===== src/gbk_pkg.sv =====
// gbk_pkg: shared types and codes for the group-by-key batcher
// no dependencies

package gbk_pkg;

  localparam int LINK_W = 6;
  localparam logic [LINK_W-1:0] LINK_END = 6'd63;

  typedef enum logic [1:0] {
    FUNC_ADD   = 2'd0,
    FUNC_FLUSH = 2'd1,
    FUNC_RESET = 2'd2,
    FUNC_NONE  = 2'd3
  } func_t;

  typedef enum logic [1:0] {
    KIND_ADD    = 2'd0,
    KIND_HEADER = 2'd1,
    KIND_MEMBER = 2'd2,
    KIND_EMPTY  = 2'd3
  } kind_t;

  typedef enum logic [1:0] {
    ST_OK        = 2'd0,
    ST_BIN_FULL  = 2'd1,
    ST_NODE_FULL = 2'd2
  } status_t;

  typedef enum logic [2:0] {
    S_IDLE,
    S_SCAN,
    S_ADD_WR,
    S_RESP,
    S_FL_HDR,
    S_FL_MEM
  } state_t;

  typedef struct packed {
    logic [15:0]       key;
    logic [15:0]       material;
    logic [LINK_W-1:0] head;
  } bin_entry_t;

  typedef struct packed {
    logic [LINK_W-1:0] link;
    logic [11:0]       item;
    logic [7:0]        sub;
  } node_entry_t;

  typedef struct packed {
    kind_t       kind;
    status_t     status;
    logic [15:0] material;
    logic [11:0] item;
    logic [7:0]  sub;
    logic        last;
  } res_t;

endpackage


===== src/group_by_key_batcher_unit.sv =====
// group_by_key_batcher_unit: top level of the group-by-key batcher
// depends on gbk_pkg, gbk_ctrl (with its two gbk_ram stores) and gbk_outq
//
//   channel  handshake              payload
//   request  req_valid / req_ready  func, group_key, material_tag, item_id, sub_index
//   result   rsp_valid / rsp_ready  kind, status, out_material, out_item, out_sub_index, last
//
// an add searches for its key by reading the bin ram one entry a cycle
// a flush gives one result a cycle from the bin and node rams while the result register has space
// reset and empty flush answer with a single empty result; func 3 is taken and dropped
// sync reset clears the state and the counts only, rams need no clearing pass
// a stalled result channel holds the sequencer; one request is worked on at a time

module group_by_key_batcher_unit #(
  parameter int NODE_COUNT = 32,
  parameter int BIN_COUNT  = 32
) (
  input  logic        clk,
  input  logic        rst,
  input  logic        req_valid,
  output logic        req_ready,
  input  logic [1:0]  func,
  input  logic [15:0] group_key,
  input  logic [15:0] material_tag,
  input  logic [11:0] item_id,
  input  logic [7:0]  sub_index,
  output logic        rsp_valid,
  input  logic        rsp_ready,
  output logic [1:0]  kind,
  output logic [1:0]  status,
  output logic [15:0] out_material,
  output logic [11:0] out_item,
  output logic [7:0]  out_sub_index,
  output logic        last
);

  logic          push;
  logic          space;
  gbk_pkg::res_t res;

  gbk_ctrl #(.NODE_COUNT(NODE_COUNT), .BIN_COUNT(BIN_COUNT)) u_ctrl (
    .clk          (clk),
    .rst          (rst),
    .req_valid    (req_valid),
    .req_ready    (req_ready),
    .func         (func),
    .group_key    (group_key),
    .material_tag (material_tag),
    .item_id      (item_id),
    .sub_index    (sub_index),
    .space        (space),
    .push         (push),
    .res          (res)
  );

  gbk_outq u_outq (
    .clk           (clk),
    .rst           (rst),
    .push          (push),
    .res           (res),
    .space         (space),
    .rsp_valid     (rsp_valid),
    .rsp_ready     (rsp_ready),
    .kind          (kind),
    .status        (status),
    .out_material  (out_material),
    .out_item      (out_item),
    .out_sub_index (out_sub_index),
    .last          (last)
  );

  a_push_space: assert property (@(posedge clk) disable iff (rst) push |-> space)
    else $error("result pushed into a full output register");

  a_status_add: assert property (@(posedge clk) disable iff (rst)
    rsp_valid && kind != gbk_pkg::KIND_ADD |-> status == gbk_pkg::ST_OK)
    else $error("status set on a non-add result");

  a_single_last: assert property (@(posedge clk) disable iff (rst)
    rsp_valid && (kind == gbk_pkg::KIND_ADD || kind == gbk_pkg::KIND_EMPTY) |-> last)
    else $error("single result without last");

  a_material_hdr: assert property (@(posedge clk) disable iff (rst)
    rsp_valid && kind != gbk_pkg::KIND_HEADER |-> out_material == '0)
    else $error("material on a non-header result");

endmodule


===== src/gbk_ram.sv =====
// gbk_ram: generic single write, single read ram with registered read
// no dependencies

module gbk_ram #(
  parameter int WIDTH = 8,
  parameter int DEPTH = 32
) (
  input  logic                                  clk,
  input  logic                                  we,
  input  logic [(DEPTH > 1 ? $clog2(DEPTH) : 1)-1:0] waddr,
  input  logic [WIDTH-1:0]                      wdata,
  input  logic                                  re,
  input  logic [(DEPTH > 1 ? $clog2(DEPTH) : 1)-1:0] raddr,
  output logic [WIDTH-1:0]                      rdata
);

  logic [WIDTH-1:0] mem [DEPTH];

  always_ff @(posedge clk) begin
    if (we) begin
      mem[waddr] <= wdata;
    end
    if (re) begin
      rdata <= mem[raddr];
    end
  end

endmodule


===== src/gbk_outq.sv =====
// gbk_outq: result register between the sequencer and the result channel
// depends on gbk_pkg

module gbk_outq (
  input  logic          clk,
  input  logic          rst,
  input  logic          push,
  input  gbk_pkg::res_t res,
  output logic          space,
  output logic          rsp_valid,
  input  logic          rsp_ready,
  output logic [1:0]    kind,
  output logic [1:0]    status,
  output logic [15:0]   out_material,
  output logic [11:0]   out_item,
  output logic [7:0]    out_sub_index,
  output logic          last
);

  logic          valid;
  gbk_pkg::res_t held;

  assign space = !valid || rsp_ready;

  always_ff @(posedge clk) begin
    if (rst) begin
      valid <= 1'b0;
    end else if (push) begin
      valid <= 1'b1;
    end else if (rsp_ready) begin
      valid <= 1'b0;
    end
  end

  always_ff @(posedge clk) begin
    if (push) begin
      held <= res;
    end
  end

  assign rsp_valid     = valid;
  assign kind          = held.kind;
  assign status        = held.status;
  assign out_material  = held.material;
  assign out_item      = held.item;
  assign out_sub_index = held.sub;
  assign last          = held.last;

endmodule


===== src/gbk_ctrl.sv =====
// gbk_ctrl: sequencer for key lookup, list push and flush walk
// depends on gbk_pkg and gbk_ram (bin store and node store)

module gbk_ctrl #(
  parameter int NODE_COUNT = 32,
  parameter int BIN_COUNT  = 32
) (
  input  logic          clk,
  input  logic          rst,
  input  logic          req_valid,
  output logic          req_ready,
  input  logic [1:0]    func,
  input  logic [15:0]   group_key,
  input  logic [15:0]   material_tag,
  input  logic [11:0]   item_id,
  input  logic [7:0]    sub_index,
  input  logic          space,
  output logic          push,
  output gbk_pkg::res_t res
);

  localparam int LW  = gbk_pkg::LINK_W;
  localparam int NA  = (NODE_COUNT > 1) ? $clog2(NODE_COUNT) : 1;
  localparam int BA  = (BIN_COUNT > 1) ? $clog2(BIN_COUNT) : 1;
  localparam int NCW = $clog2(NODE_COUNT + 1);
  localparam int BCW = $clog2(BIN_COUNT + 1);
  localparam int BIN_W  = $bits(gbk_pkg::bin_entry_t);
  localparam int NODE_W = $bits(gbk_pkg::node_entry_t);

  gbk_pkg::state_t state, state_next;

  logic [BCW-1:0]    bins_used;
  logic [NCW-1:0]    nodes_used;
  logic [BA-1:0]     idx;
  logic [BA-1:0]     hit;
  logic [LW-1:0]     old_head;
  logic              new_bin;
  gbk_pkg::kind_t    rsp_kind;
  gbk_pkg::status_t  rsp_status;
  logic [15:0]       key;
  logic [15:0]       mat;
  logic [11:0]       item;
  logic [7:0]        sub;

  logic                 bin_we, bin_re, node_we, node_re;
  logic [BA-1:0]        bin_waddr, bin_raddr;
  logic [NA-1:0]        node_waddr, node_raddr;
  gbk_pkg::bin_entry_t  bin_wdata, bin_rd;
  gbk_pkg::node_entry_t node_wdata, node_rd;

  logic nodes_full, bins_full, bins_empty, last_bin, key_hit, head_end, link_end;
  logic accept;

  assign accept     = req_valid && req_ready;
  assign nodes_full = nodes_used >= NCW'(NODE_COUNT);
  assign bins_full  = bins_used >= BCW'(BIN_COUNT);
  assign bins_empty = bins_used == '0;
  assign last_bin   = (BCW'(idx) + BCW'(1)) == bins_used;
  assign key_hit    = bin_rd.key == key;
  assign head_end   = bin_rd.head == gbk_pkg::LINK_END;
  assign link_end   = node_rd.link == gbk_pkg::LINK_END;

  gbk_ram #(.WIDTH(BIN_W), .DEPTH(BIN_COUNT)) u_bin_ram (
    .clk   (clk),
    .we    (bin_we),
    .waddr (bin_waddr),
    .wdata (bin_wdata),
    .re    (bin_re),
    .raddr (bin_raddr),
    .rdata (bin_rd)
  );

  gbk_ram #(.WIDTH(NODE_W), .DEPTH(NODE_COUNT)) u_node_ram (
    .clk   (clk),
    .we    (node_we),
    .waddr (node_waddr),
    .wdata (node_wdata),
    .re    (node_re),
    .raddr (node_raddr),
    .rdata (node_rd)
  );

  always_comb begin
    state_next = state;
    unique case (state)
      gbk_pkg::S_IDLE: begin
        if (req_valid) begin
          unique case (gbk_pkg::func_t'(func))
            gbk_pkg::FUNC_ADD: begin
              if (nodes_full) state_next = gbk_pkg::S_RESP;
              else if (bins_empty) state_next = gbk_pkg::S_ADD_WR;
              else state_next = gbk_pkg::S_SCAN;
            end
            gbk_pkg::FUNC_FLUSH: begin
              state_next = bins_empty ? gbk_pkg::S_RESP : gbk_pkg::S_FL_HDR;
            end
            gbk_pkg::FUNC_RESET: state_next = gbk_pkg::S_RESP;
            default: state_next = gbk_pkg::S_IDLE;
          endcase
        end
      end
      gbk_pkg::S_SCAN: begin
        if (key_hit) state_next = gbk_pkg::S_ADD_WR;
        else if (last_bin) state_next = bins_full ? gbk_pkg::S_RESP : gbk_pkg::S_ADD_WR;
      end
      gbk_pkg::S_ADD_WR: state_next = gbk_pkg::S_RESP;
      gbk_pkg::S_RESP: begin
        if (space) state_next = gbk_pkg::S_IDLE;
      end
      gbk_pkg::S_FL_HDR: begin
        if (space) begin
          if (!head_end) state_next = gbk_pkg::S_FL_MEM;
          else if (last_bin) state_next = gbk_pkg::S_IDLE;
        end
      end
      gbk_pkg::S_FL_MEM: begin
        if (space && link_end) begin
          state_next = last_bin ? gbk_pkg::S_IDLE : gbk_pkg::S_FL_HDR;
        end
      end
      default: state_next = gbk_pkg::S_IDLE;
    endcase
  end

  always_comb begin
    req_ready  = 1'b0;
    push       = 1'b0;
    res        = '0;
    bin_we     = 1'b0;
    bin_waddr  = hit;
    bin_wdata  = '{key: key, material: mat, head: LW'(nodes_used)};
    bin_re     = 1'b0;
    bin_raddr  = idx + BA'(1);
    node_we    = 1'b0;
    node_waddr = nodes_used[NA-1:0];
    node_wdata = '{link: old_head, item: item, sub: sub};
    node_re    = 1'b0;
    node_raddr = bin_rd.head[NA-1:0];
    unique case (state)
      gbk_pkg::S_IDLE: begin
        req_ready = 1'b1;
        bin_re    = req_valid;
        bin_raddr = '0;
      end
      gbk_pkg::S_SCAN: begin
        bin_re = 1'b1;
      end
      gbk_pkg::S_ADD_WR: begin
        bin_we  = 1'b1;
        node_we = 1'b1;
      end
      gbk_pkg::S_RESP: begin
        push       = space;
        res.kind   = rsp_kind;
        res.status = rsp_status;
        res.last   = 1'b1;
      end
      gbk_pkg::S_FL_HDR: begin
        push         = space;
        res.kind     = gbk_pkg::KIND_HEADER;
        res.material = bin_rd.material;
        res.last     = last_bin && head_end;
        node_re      = space && !head_end;
        bin_re       = space && head_end;
      end
      gbk_pkg::S_FL_MEM: begin
        push       = space;
        res.kind   = gbk_pkg::KIND_MEMBER;
        res.item   = node_rd.item;
        res.sub    = node_rd.sub;
        res.last   = last_bin && link_end;
        node_re    = space && !link_end;
        node_raddr = node_rd.link[NA-1:0];
        bin_re     = space && link_end;
      end
      default: ;
    endcase
  end

  always_ff @(posedge clk) begin
    if (rst) begin
      state      <= gbk_pkg::S_IDLE;
      bins_used  <= '0;
      nodes_used <= '0;
    end else begin
      state <= state_next;
      unique case (state)
        gbk_pkg::S_IDLE: begin
          if (accept && gbk_pkg::func_t'(func) == gbk_pkg::FUNC_RESET) begin
            bins_used  <= '0;
            nodes_used <= '0;
          end
        end
        gbk_pkg::S_ADD_WR: begin
          nodes_used <= nodes_used + NCW'(1);
          if (new_bin) bins_used <= bins_used + BCW'(1);
        end
        gbk_pkg::S_FL_HDR: begin
          if (space && head_end && last_bin) begin
            bins_used  <= '0;
            nodes_used <= '0;
          end
        end
        gbk_pkg::S_FL_MEM: begin
          if (space && link_end && last_bin) begin
            bins_used  <= '0;
            nodes_used <= '0;
          end
        end
        default: ;
      endcase
    end
  end

  always_ff @(posedge clk) begin
    unique case (state)
      gbk_pkg::S_IDLE: begin
        if (accept) begin
          key        <= group_key;
          mat        <= material_tag;
          item       <= item_id;
          sub        <= sub_index;
          idx        <= '0;
          hit        <= '0;
          old_head   <= gbk_pkg::LINK_END;
          new_bin    <= 1'b1;
          rsp_status <= (gbk_pkg::func_t'(func) == gbk_pkg::FUNC_ADD && nodes_full) ?
                        gbk_pkg::ST_NODE_FULL : gbk_pkg::ST_OK;
          rsp_kind   <= (gbk_pkg::func_t'(func) == gbk_pkg::FUNC_ADD) ?
                        gbk_pkg::KIND_ADD : gbk_pkg::KIND_EMPTY;
        end
      end
      gbk_pkg::S_SCAN: begin
        if (key_hit) begin
          hit      <= idx;
          old_head <= bin_rd.head;
          new_bin  <= 1'b0;
        end else if (last_bin) begin
          if (bins_full) rsp_status <= gbk_pkg::ST_BIN_FULL;
          hit      <= bins_used[BA-1:0];
          old_head <= gbk_pkg::LINK_END;
          new_bin  <= 1'b1;
        end else begin
          idx <= idx + BA'(1);
        end
      end
      gbk_pkg::S_FL_HDR: begin
        if (space && head_end) idx <= idx + BA'(1);
      end
      gbk_pkg::S_FL_MEM: begin
        if (space && link_end) idx <= idx + BA'(1);
      end
      default: ;
    endcase
  end

endmodule


===== config.mk =====
export PLATFORM = sky130hd
export DESIGN_NAME = group_by_key_batcher_unit
export DESIGN_NICKNAME = d
export VERILOG_FILES = /design/src/gbk_pkg.sv /design/src/group_by_key_batcher_unit.sv /design/src/gbk_ram.sv /design/src/gbk_outq.sv /design/src/gbk_ctrl.sv
export SDC_FILE = /design/constraint.sdc
export NUM_CORES = 2
export LEC_CHECK = 0
export ABC_CLOCK_PERIOD_IN_PS = 5900
export BUFFER_PORTS_ARGS = -buffer_cell sky130_fd_sc_hd__buf_2
export CAP_MARGIN = 20
export CORE_UTILIZATION = 60
export DETAILED_ROUTE_END_ITERATION = 8
export GPL_ROUTABILITY_DRIVEN = 0
export PLACE_DENSITY = 0.76
export SETUP_SLACK_MARGIN = 0.15
export SYNTH_ARGS = -nofsm -noshare
export SYNTH_HDL_FRONTEND = slang
export SYNTH_SLANG_ARGS = --single-unit

===== constraint.sdc =====
create_clock -name clk -period 5.9 [get_ports clk]
set_input_delay 0.885 -clock clk [delete_from_list [all_inputs] [get_ports clk]]
set_output_delay 0.885 -clock clk [all_outputs]
set_load 0.02 [all_outputs]

==> impl_metrics.sql <==
INSERT INTO impl_metrics (metric_group, metric, value, unit) VALUES
('status', 'run_status', 'completed', ''),
('timing', 'worst_clock_skew', '0.0381', 'ns'),
('clock_network', 'tritoncts_num_sinks', '2241', ''),
('finish', 'post_route_cells_drive_above_1_share', '15.6', '%'),
('timing', 'post-route-period-util', '70.5', '%'),
('yosys', 'synth_compound_gate_area_share', '5.75', '%'),
('pwr', 'swShare', '35.9', '%'),
('timing', 'period_needed', '4.16', 'ns'),
('global_routing', 'antenna_found_initial', '5', ''),
('setup_path', 'crit-reg2reg-launch', 'u_ctrl.state[1]', ''),
('finish', 'mostFrequentLayoutCells', '2225 x sky130_fd_sc_hd__edfxtp_1, 691 x sky130_fd_sc_hd__nand2_1, 477 x sky130_fd_sc_hd__mux2i_1', ''),
('finish', 'mostFrequentLayoutCell', 'sky130_fd_sc_hd__edfxtp_1', ''),
('pwr', 'intPower', '32100', 'uW'),
('floorplan', 'fp.coreArea', '150000', 'sq um'),
('clock_network', 'htree_levels', '4', ''),
('yosys', 'ys_seq_elements', '2241', ''),
('clock_network', 'clock_insertion_delay_worst_skew', '0.86', 'ns'),
('place', 'dpl.cell_count', '7610', ''),
('clock_network', 'clkSlewWorstSetupHoldPaths', '0.06', 'ns'),
('timing', 'report.final.setup_viol', '0', ''),
('clock_network', 'tritoncts', 'built', ''),
('global_routing', 'grt_util_all_layers', '31.0', '%'),
('drt', 'routedWlPerCell', '29.8', 'um'),
('clock_network', 'cts-resized-gates', '0', ''),
('floorplan', 'ioPinCount', '101', ''),
('yosys', 'synthArstFlopShare', '0', '%'),
('place', 'area_post_placement', '94100', 'sq um'),
('pwr', 'power_density', '494', 'nW/um^2'),
('timing', 'hold_viol', '0', ''),
('finish', 'final_core_area_utilization', '67.6', '%'),
('setup_path', 'required_worst_endpoint', '6.55', 'ns'),
('drt', 'drc', '0', ''),
('global_routing', 'first_global_vias', '53000', ''),
('setup_path', 'slowest_stage', 'sky130_fd_sc_hd__nor2_2', ''),
('setup_path', 'setup.worst_path.class', 'flop to flop', ''),
('floorplan', 'die_x', '391', 'um'),
('floorplan', 'std_cell_rows', '142', ''),
('timing', 'timing.fmax', '0.240', 'GHz'),
('clock_network', 'postCtsHoldBufs', '0', ''),
('yosys', 'post_synth_instance_area', '90800', 'sq um'),
('setup_path', 'critical_path.top_delay_family', 'simple AND/OR/NAND/NOR gates', ''),
('place', 'post-dp-hpwl', '128', 'mm'),
('finish', 'nNetsFinal', '5898', ''),
('setup_path', 'most_frequent_cell_on_critical_path', 'sky130_fd_sc_hd__buf_4', ''),
('yosys', 'postSynthNetCount', '5783', ''),
('floorplan', 'die_h', '391', 'um'),
('setup_path', 'crit_path_start_kind', 'flop', ''),
('yosys', 'syn_inst', '5718', ''),
('drt', 'dr.first_iter.drc_count', '7326', ''),
('timing', 'slew_hr', '19.5', '%'),
('yosys', 'largest_family_of_logic_cells_by_synthesized_area', 'multiplexers', ''),
('yosys', 'synth_fa_ha_area_share', '0.0965', '%'),
('pwr', 'switching_power_total', '18000', 'uW'),
('floorplan', 'initial_core_util', '60.5', '%'),
('global_routing', 'first_pass_grt_wire_length', '343', 'mm'),
('place', 'port-buffer-count', '100', ''),
('timing', 'timing.hold.ws', '0.206', 'ns'),
('yosys', 'synth_edf_count', '2225', ''),
('setup_path', 'worstPathMaxFanout', '31', ''),
('yosys', 'syn_avg_cell_area', '15.9', 'sq um'),
('finish', 'num-fill-cells', '9636', ''),
('setup_path', 'worst_setup_path_startpoint', 'u_ctrl.state[1]', ''),
('clock_network', 'postCtsSetupRepairBufs', '0', ''),
('pwr', 'pwr-share-clk', '26.3', '%'),
('floorplan', 'floorplan.die_area', '153000', 'sq um'),
('pwr', 'static_leakage', '0.0337', 'uW'),
('pwr', 'share_comb_of_total_power', '34.2', '%'),
('timing', 'final_max_slew_viol_count', '0', ''),
('drt', 'route.detailed.vias_per_inst', '6.73', ''),
('drt', 'route.final.wire_length', '239', 'mm'),
('yosys', 'seq_total_area_yosys', '74.0', '%');
[routing by layer]
metal / vias to the layer above / global-route usage, % / wire length, um
li1: 22700 / - / -
met1: 27100 / 40.1 / 85900
met2: 3506 / 50.9 / 116000
met3: 670 / 6.00 / 25200
met4: 0 / 14.6 / 11600
met5: - / 0 / 0
[through the flow]
step	total power, uW	setup slack [ns]
after CTS	49800	1.85
after global placement	36300	1.81
after global routing	51600	1.64
after detailed placement	36700	1.90
final	50100	1.74
after floorplan	31100	1.69
[power groups by stage]
stage / sequential (uW) / combinational (uW) / clock (uW)
2_1_floorplan: 20000 / 11100 / 0
3_3_place_gp: 20100 / 16200 / 0
3_5_place_dp: 20200 / 16500 / 0
4_1_cts: 19800 / 16700 / 13200
5_1_grt: 19800 / 17900 / 13900
6_report: 19800 / 17100 / 13200
[cells by family after synthesis]
kind of cell / Yosys count
compound gates: 766
xor+xnor: 27
fa+ha+maj: 7
buf+inv: 407
flops: 2241
mux: 718
simple gates: 1552
[worst register-to-register path, cell delays in order (launching register included)]
cell,delay [ns]
sky130_fd_sc_hd__dfxtp_1,0.72
sky130_fd_sc_hd__nand3b_1,0.45
sky130_fd_sc_hd__buf_4,0.52
sky130_fd_sc_hd__nor3_1,0.11
sky130_fd_sc_hd__nor2_2,0.89
sky130_fd_sc_hd__buf_4,0.46
sky130_fd_sc_hd__a31oi_1,0.08
sky130_fd_sc_hd__a2111o_1,0.55
sky130_fd_sc_hd__nor4_2,0.17
[cell usage after synthesis (8+ instances only)]
cell type	n	area, sq um
sky130_fd_sc_hd__buf_4	26	195
sky130_fd_sc_hd__nor4_2	20	250
sky130_fd_sc_hd__and2_1	40	250
sky130_fd_sc_hd__a2bb2oi_1	37	324
sky130_fd_sc_hd__o2111ai_1	8	70.1
sky130_fd_sc_hd__a211oi_1	116	871
sky130_fd_sc_hd__a2111o_1	20	225
sky130_fd_sc_hd__nor3_1	163	816
sky130_fd_sc_hd__mux4_2	137	3090
sky130_fd_sc_hd__buf_2	106	531
sky130_fd_sc_hd__or3_1	10	62.6
sky130_fd_sc_hd__a222oi_1	36	360
sky130_fd_sc_hd__nor2b_1	42	263
sky130_fd_sc_hd__edfxtp_1	2225	66800
sky130_fd_sc_hd__xnor2_1	22	193
sky130_fd_sc_hd__a21oi_1	162	811
sky130_fd_sc_hd__buf_1	28	105
sky130_fd_sc_hd__a2111oi_0	26	228
sky130_fd_sc_hd__nand3b_1	12	90.1
sky130_fd_sc_hd__mux2i_1	479	4790
sky130_fd_sc_hd__nand4_1	31	194
sky130_fd_sc_hd__o22ai_1	77	482
sky130_fd_sc_hd__clkbuf_1	212	796
sky130_fd_sc_hd__mux2_2	102	1150
sky130_fd_sc_hd__a31oi_1	165	1030
sky130_fd_sc_hd__o21ai_0	55	275
sky130_fd_sc_hd__nand3_1	380	1900
sky130_fd_sc_hd__nor2_1	104	390
sky130_fd_sc_hd__nand2b_1	9	56.3
sky130_fd_sc_hd__inv_1	23	86.3
sky130_fd_sc_hd__nand2_1	698	2620
sky130_fd_sc_hd__dfxtp_1	16	320
[sequential cells by signal, indices dropped and copies added, names as in the netlist, 12 cells and up]
register and flops:
u_ctrl.u_bin_ram.mem 1216, u_ctrl.u_node_ram.mem 832, u_ctrl.u_bin_ram.rdata 38, u_ctrl.u_node_ram.rdata 26
u_ctrl.key 16, u_ctrl.mat 16, u_outq.out_material 16, u_ctrl.item 12
u_outq.out_item 12
[area by class of cell]
type                       instances  share of cell area, %
multi-input combinational       3070                   22.1
clock inverter                   127                   1.15
sequential                      2241                   66.2
tap                             2016                   2.49
inverter                          25                 0.0937
timing repair buffer             282                   2.52
clock buffer                     264                   5.46
antenna                            5                 0.0123
[final timing paths]
| check | end | slack, ns | cells after the start |
|---|---|---|---|
| max | u_ctrl.u_node_ram.rdata[14] | 1.74 | 8 |
| min | u_ctrl.mat[10] | 0.21 | 1 |
| max reg2reg | u_ctrl.u_node_ram.rdata[14] | 1.74 | 8 |
| min reg2reg | u_outq.out_sub_index[6] | 0.52 | 1 |
No activity file was read; power rests on OpenSTA's default activity.
